<file path="src/hdl/ptp_pkg.sv">
// ----------------------------------------------------------------------------
// ptp_pkg
// Shared widths, types and codes of the point-to-plane projection core.
// ----------------------------------------------------------------------------
package ptp_pkg;

  localparam int COORD_BITS  = 16;
  localparam int DIFF_BITS   = COORD_BITS + 1;          // point difference
  localparam int NRM_BITS    = 2 * DIFF_BITS + 1;       // normal component
  localparam int DOT_BITS    = NRM_BITS + DIFF_BITS + 2; // n.(p - anchor)
  localparam int SQR_BITS    = 2 * NRM_BITS;            // n.n, unsigned
  localparam int MUL_BITS    = 2 * NRM_BITS;            // shared multiplier output
  localparam int SLO_BITS    = NRM_BITS - 1;            // low split of the dot product
  localparam int PRD_BITS    = NRM_BITS + DOT_BITS;     // n_i * dot
  localparam int NUM_BITS    = PRD_BITS + 1;
  localparam int DEN_BITS    = SQR_BITS + 1;
  localparam int QUO_BITS    = COORD_BITS + 4;
  localparam int RES_BITS    = QUO_BITS + 2;
  localparam int DCNT_BITS   = $clog2(QUO_BITS + 1);

  localparam int QUEUE_DEPTH = 2;
  localparam int QPTR_BITS   = $clog2(QUEUE_DEPTH);
  localparam int QCNT_BITS   = $clog2(QUEUE_DEPTH + 1);

  localparam logic ACT_LOAD    = 1'b0;
  localparam logic ACT_PROJECT = 1'b1;

  typedef logic signed [COORD_BITS-1:0] coord_t;

  typedef struct packed {
    logic       action;
    logic [1:0] ref_slot;
    coord_t     coord_x;
    coord_t     coord_y;
    coord_t     coord_z;
  } cmd_t;

  typedef enum logic [2:0] {
    ST_IDLE,
    ST_MUL,
    ST_ACC,
    ST_DIVGO,
    ST_DIV,
    ST_OUT
  } state_t;

  typedef enum logic [3:0] {
    STEP_N0A, STEP_N0B, STEP_N1A, STEP_N1B, STEP_N2A, STEP_N2B,
    STEP_S0, STEP_S1, STEP_S2,
    STEP_Q0, STEP_Q1, STEP_Q2,
    STEP_TLO, STEP_THI
  } step_t;

endpackage

</file>
<file path="src/hdl/ptp_cmd_if.sv">
// ----------------------------------------------------------------------------
// ptp_cmd_if
// Command channel: load a reference point or project a point.
// ----------------------------------------------------------------------------
interface ptp_cmd_if;
  logic            valid;
  logic            ready;
  logic            action;
  logic [1:0]      ref_slot;
  ptp_pkg::coord_t coord_x;
  ptp_pkg::coord_t coord_y;
  ptp_pkg::coord_t coord_z;

  modport source (output valid, action, ref_slot, coord_x, coord_y, coord_z, input ready);
  modport sink   (input valid, action, ref_slot, coord_x, coord_y, coord_z, output ready);
endinterface

</file>
<file path="src/hdl/ptp_front.sv">
// ----------------------------------------------------------------------------
// ptp_front
// Accepts commands, tags loads and projects, and queues them for the back end.
// ----------------------------------------------------------------------------
module ptp_front (
  input  logic          clk,
  input  logic          rst,
  ptp_cmd_if.sink       cmd,
  output ptp_pkg::cmd_t q_data,
  output logic          q_valid,
  input  logic          q_ready
);

  ptp_pkg::cmd_t                   mem [ptp_pkg::QUEUE_DEPTH];
  logic [ptp_pkg::QPTR_BITS-1:0]   wr_ptr;
  logic [ptp_pkg::QPTR_BITS-1:0]   rd_ptr;
  logic [ptp_pkg::QCNT_BITS-1:0]   count;
  ptp_pkg::cmd_t                   entry;
  logic                            push;
  logic                            pop;

  always_comb begin
    entry.action   = cmd.action;
    // slot means nothing for a project
    entry.ref_slot = (cmd.action == ptp_pkg::ACT_LOAD) ? cmd.ref_slot : 2'b00;
    entry.coord_x  = cmd.coord_x;
    entry.coord_y  = cmd.coord_y;
    entry.coord_z  = cmd.coord_z;
  end

  // hold off transfers while in reset
  assign cmd.ready = !rst && (count != ptp_pkg::QCNT_BITS'(ptp_pkg::QUEUE_DEPTH));
  assign push      = cmd.valid && cmd.ready;
  assign q_valid   = (count != '0);
  assign pop       = q_valid && q_ready;
  assign q_data    = mem[rd_ptr];

  always_ff @(posedge clk) begin
    if (rst) begin
      wr_ptr <= '0;
      rd_ptr <= '0;
      count  <= '0;
    end else begin
      if (push) wr_ptr <= wr_ptr + 1'b1;
      if (pop)  rd_ptr <= rd_ptr + 1'b1;
      if (push && !pop)      count <= count + 1'b1;
      else if (pop && !push) count <= count - 1'b1;
    end
  end

  always_ff @(posedge clk) begin
    if (push) mem[wr_ptr] <= entry;
  end

endmodule

</file>
<file path="src/flat_wrapper.sv">
// flat-port wrapper written by rule: the top's interface ports become plain ports
module ptp_front_flat 
  (clk, rst, q_data, q_valid, q_ready, cmd_valid, cmd_action, cmd_ref_slot, cmd_coord_x, cmd_coord_y, cmd_coord_z, cmd_ready);
  ptp_cmd_if cmd_i ();
  input  logic clk;
  input  logic rst;
  output ptp_pkg::cmd_t q_data;
  output logic q_valid;
  input  logic q_ready;
  input wire logic [$bits(cmd_i.valid)-1:0] cmd_valid;
  input wire logic [$bits(cmd_i.action)-1:0] cmd_action;
  input wire logic [$bits(cmd_i.ref_slot)-1:0] cmd_ref_slot;
  input wire logic [$bits(cmd_i.coord_x)-1:0] cmd_coord_x;
  input wire logic [$bits(cmd_i.coord_y)-1:0] cmd_coord_y;
  input wire logic [$bits(cmd_i.coord_z)-1:0] cmd_coord_z;
  output wire logic [$bits(cmd_i.ready)-1:0] cmd_ready;
  assign cmd_i.valid = cmd_valid;
  assign cmd_i.action = cmd_action;
  assign cmd_i.ref_slot = cmd_ref_slot;
  assign cmd_i.coord_x = cmd_coord_x;
  assign cmd_i.coord_y = cmd_coord_y;
  assign cmd_i.coord_z = cmd_coord_z;
  assign cmd_ready = cmd_i.ready;
  ptp_front u_core (.clk(clk), .rst(rst), .cmd(cmd_i), .q_data(q_data), .q_valid(q_valid), .q_ready(q_ready));
endmodule
</file>
<file path="config.mk">
export PLATFORM = sky130hd
export DESIGN_NAME = ptp_front_flat
export DESIGN_NICKNAME = d
export VERILOG_FILES = /design/src/hdl/ptp_pkg.sv /design/src/hdl/ptp_cmd_if.sv /design/src/hdl/ptp_front.sv /design/src/flat_wrapper.sv
export SDC_FILE = /design/constraint.sdc
export NUM_CORES = 1
export LEC_CHECK = 0
export ABC_AREA = 1
export BUFFER_PORTS_ARGS = -buffer_cell sky130_fd_sc_hd__buf_2
export CORE_MARGIN = 5
export CORE_UTILIZATION = 56
export CTS_CLUSTER_DIAMETER = 40
export DETAILED_ROUTE_END_ITERATION = 16
export GPL_TIMING_DRIVEN = 0
export PLACE_DENSITY = 0.84
export SLEW_MARGIN = 10
export SYNTH_ARGS = -nofsm -noshare
export SYNTH_HDL_FRONTEND = slang
export SYNTH_SLANG_ARGS = --single-unit
export TNS_END_PERCENT = 10
</file>
<file path="constraint.sdc">
create_clock -name clk -period 9.02 [get_ports clk]
set_input_delay 0.902 -clock clk [delete_from_list [all_inputs] [get_ports clk]]
set_output_delay 0.902 -clock clk [all_outputs]
set_load 0.03 [all_outputs]
</file>
* Word level (Yosys, flattened, before mapping) *
Memories as Yosys holds them, arrays and structs flattened. A register that Yosys moved wholly into a read port is not among the register bits.
Index checks and enable logic that the tools add are counted.

operators by class
  equal/unequal tests = 1
  reduce and logical (&&, ||, !) cells = 10
  add/subtract/negate cells = 4
  mux-type cells = 7

operators with widths
  kind                                                                 number
  2-bit 2-to-1 mux                                                     3
  1-bit logical AND                                                    5
  1-bit 2-to-1 mux                                                     4
  2-bit nonzero test                                                   2
  1-bit logical NOT                                                    3
  1-bit adder (second input constant)                                  2
  2-bit by 1-bit adder with 2-bit output (second input constant)       1
  2-bit inequality test (second input constant)                        1
  2-bit by 1-bit subtractor with 2-bit output (second input constant)  1

storage, ports and cells
  output and inout bits = 53
  memories kept = 1
  RAM bits = 102
  register bits = 4
  word-level logic and storage cells = 26

memories
  name        depth  width  rd ports  clocked after Yosys merged registers in  write ports  RTL line         text
  u_core.mem  2      51     1         1                                        1            ptp_front.sv:14  ptp_pkg::cmd_t mem [ptp_pkg::QUEUE_DEPTH];

* Logic depth before layout (Yosys ltp) *
  depth in word-level cells = 7
  gate-level depth with buffers = 11
  gate-level depth less buffers = 11

* Worst setup path after synthesis *
OpenSTA, ideal clock, no wires.

  path kind = input to register
  from = in rst
  to = mem u_core.mem[0][0] (netlist bit), enable pin
  stages = 3
  required time = 8.560 ns
  arrival = 3.266 ns
  slack = 5.294 ns
  cells stage by stage = inv_1 -> nand3_1 -> nor2_1

between the ends
  word-level cells in the longest chain between the ends = 5

RTL lines
  element                                 RTL line           text
  start, declared                         flat_wrapper.sv:6  input logic rst;
  1-bit logical NOT                       ptp_front.sv:32    assign cmd.ready = !rst && (count != ptp_pkg::QCNT_BITS'(ptp_pkg::QUEUE_DEPTH));
  1-bit logical AND                       ptp_front.sv:32
  1-bit logical AND                       ptp_front.sv:33    assign push = cmd.valid && cmd.ready;
  1-bit 2-to-1 mux                        ptp_front.sv:52    if (push) mem[wr_ptr] <= entry;
  1-bit 2-to-1 mux (implied by the code)  ptp_front.sv:52
  end, declared                           ptp_front.sv:14

No other way between the ends.

==> load_flow_metrics.sql <==
INSERT INTO impl_metrics (metric_group, metric, value, unit) VALUES
('clock_tree', 'cts_tree', 'built', ''),
('global_routing', 'total_track_usage', '14.7', '%'),
('final_layout', 'layout.nets', '379', ''),
('sta', 'max_clock_freq', '0.416', 'GHz'),
('synthesis', 'post-synth-top-area-cell', 'edfxtp_1', ''),
('synthesis', 'synth_top_cells_by_area', 'edfxtp_1 (73%), mux2_4 (18%), buf_12 (2.4%)', ''),
('synthesis', 'area_fraction_in_compound_gates_after_synthesis', '0.476', '%'),
('die', 'floorplan.core_area', '7290', 'sq um'),
('setup_path', 'end_kind', 'output pin', ''),
('detailed_routing', 'finalWirelength', '6790', 'um'),
('global_routing', 'initial_antenna_violation_count', '0', ''),
('final_layout', 'layout_cells_sized_above_1', '55.8', '%'),
('power_and_ir_drop', 'vdd_ir_drop_max', '154', 'uV'),
('setup_path', 'timing.critical_path.fanout_max', '10', ''),
('clock_tree', 'cts.hold.buffers_added', '0', ''),
('sta', 'worst-slew-pin-transition', '531', 'ps'),
('synthesis', 'syn-num-nets', '258', ''),
('min_path', 'worstHoldStart', 'u_core.rd_ptr$_SDFFE_PP0P_', ''),
('sta', 'finalSetupTns', '0', 'ps'),
('synthesis', 'netlist.area_leader.share', '72.9', '%'),
('setup_path', 'crit_type', 'flip-flop to output pin', ''),
('synthesis', 'seq_area_frac_synth', '75.3', '%'),
('min_path', 'class_of_the_tightest_hold_or_removal_check', 'flip-flop to flip-flop', ''),
('die', 'fp.dieArea', '9340', 'sq um'),
('clock_tree', 'clock-sinks', '107', ''),
('synthesis', 'synth_area_per_cell', '20.8', 'sq um'),
('clock_tree', 'cts_max_level', '3', ''),
('placement', 'buffer_ports.inserted', '107', ''),
('synthesis', 'xor_xnor_share_of_the_synthesized_area', '0', '%'),
('min_path', 'hold-path-endpoint', 'u_core.rd_ptr$_SDFFE_PP0P_', ''),
('setup_path', 'r2r_cells', '6', ''),
('setup_path', 'critPathRequiredTime', '8120', 'ps'),
('sta', 'max_slew_margin', '64.5', '%'),
('setup_path', 'crit-reg2reg-launch', 'u_core.count[0]$_SDFFE_PP0P_', ''),
('synthesis', 'synth.distinct_cells', '14', ''),
('global_routing', 'grt_max_degree', '30', ''),
('power_and_ir_drop', 'p_leak', '2.05', 'nW'),
('detailed_routing', 'detail_route.iter0.violations', '67', ''),
('clock_tree', 'cts.root.buffer_cell', 'clkbuf_8', ''),
('detailed_routing', 'route.detailed.wl_per_inst', '15.9', 'um'),
('die', 'initial_utilization', '57.6', '%'),
('detailed_routing', 'firstDrtPassIters', '4', ''),
('placement', 'place_worst_setup_slack', '6580', 'ps'),
('synthesis', 'synth_mux_area_share', '18.1', '%'),
('placement', 'dp_hpwl', '4920', 'um'),
('sta', 'worst_clock_skew', '8.17', 'ps'),
('sta', 'finalWorstSetupSlack', '6620', 'ps'),
('final_layout', 'antennaDiodeCount', '0', ''),
('clock_tree', 'count_of_cells_resized_by_post_cts_repair', '0', ''),
('placement', 'replace_congestion', '0.734', ''),
('clock_tree', 'clkTransAtPathRegs', '90', 'ps'),
('sta', 'setup-violations-final', '0', ''),
('clock_tree', 'clkLatencyLatePin', '350', 'ps'),
('global_routing', 'globalRouteOverflowTotal', '0', ''),
('detailed_routing', 'dr_total_vias', '2100', ''),
('synthesis', 'synth_cells', '202', ''),
('die', 'die_span_in_x', '96.6', 'um'),
('synthesis', 'flops_latches_synth', '107', ''),
('synthesis', 'synthesis.yosys.warnings', '0', ''),
('sta', 'fin_crit', '2400', 'ps'),
('setup_path', 'arrival', '1500', 'ps'),
('die', 'floorplan.io_pins', '108', ''),
('outcome', 'status', 'finished, final reports clean', ''),
('setup_path', 'r2r_slack', '7210', 'ps'),
('setup_path', 'end_of_the_worst_register_to_register_path', 'u_core.mem[0][17]$_DFFE_PP_', ''),
('detailed_routing', 'final_antenna_net_count', '0', ''),
('detailed_routing', 'drt_drc_violations_left', '0', ''),
('power_and_ir_drop', 'powerDensity', '226', 'nW/um^2'),
('die', 'die_height', '96.6', 'um'),
('final_layout', 'area_growth', '21.8', '%'),
('run', 'timing.max_cap.violations', '0', '');
critical path, cell delays in order, from the launching register on:
cell     delay (ps)
dfxtp_1         340
buf_6           170
buf_12          160
mux2_4          310
buf_2           180
cells in the final DEF, fill, tap and decap left out, drive strengths merged:
cell type  Yosys  routed
a21oi          3       3
buf            6     116
clkbuf         0       9
clkinv         0       5
dfxtp          5       5
edfxtp       102     102
ha             1       1
inv           11      13
mux2          51      51
nand2         10      10
nand3          3       3
nand4          2       2
nor2           7       7
o21ai          1       1
cells by family after synthesis:
group | Yosys count
fa+ha+maj | 1
simple gates | 22
flops | 107
buf+inv | 17
mux | 51
compound gates | 4
layer usage:
layer | wire length [um] | up-vias | global-route usage [%]
li1 | - | 1006 | -
met1 | 2770 | 1005 | 17.3
met2 | 3440 | 78 | 25.3
met3 | 470 | 11 | 4.46
met4 | 103 | 0 | 5.83
met5 | 0 | - | 0
state kept, by name, indices dropped and copies added, names as in the netlist, named ones only:
name and flops:
u_core.rd_ptr 1, u_core.wr_ptr 1, u_core.mem 102, u_core.count 2
how the worst max path moves through the flow:
stage | start | end | slack [ps] | cells past startpoint
CTS | flip-flop | q_data[41] | 6580 | 4
global placement | rst | u_core.mem[0][19]$_DFFE_PP_ | 4010 | 4
floorplan | rst | u_core.mem[0][0]$_DFFE_PP_ | 5290 | 3
global route | flip-flop | q_data[24] | 6550 | 4
finish | flip-flop | q_data[29] | 6620 | 4
detailed placement | rst | u_core.mem[0][19]$_DFFE_PP_ | 6580 | 6
synth_stat cells (all sizes together):
library cell / n
a21oi: 3
buf: 6
dfxtp: 5
edfxtp: 102
ha: 1
inv: 11
mux2: 51
nand2: 10
nand3: 3
nand4: 2
nor2: 7
o21ai: 1
where the power goes:
group	leakage [nW]	switching, W	internal [W]
logic	0.980	0.000178	0.000135
clock network	0.0893	0.000154	0.000102
registers	0.976	0.00000973	0.000578
total	2.05	0.000342	0.000816
through the flow:
stage / power (W) / instance area (sq um) / util [%] / std cells / hold WS [ps]
floorplan: 0.000836 / 4200 / - / 202 / 465
global placement: 0.000904 / 4860 / 66.7 / 408 / 480
detailed placement: 0.000917 / 4940 / 67.8 / 411 / 502
CTS: 0.00117 / 5120 / 70.2 / 427 / 525
global route: 0.00121 / 5120 / 70.2 / 427 / 560
finish: 0.00116 / 5120 / 70.2 / 427 / 531
final cells by class:
cell class	count	area, sq um
fill	490	2170
clock inverter	7	51.3
multi-input combinational	78	893
buffer	6	111
tap	99	124
timing repair buffer	110	611
clock buffer	9	124
sequential	107	3160
inverter	11	41.3
Power figures use the tool's default switching activity.
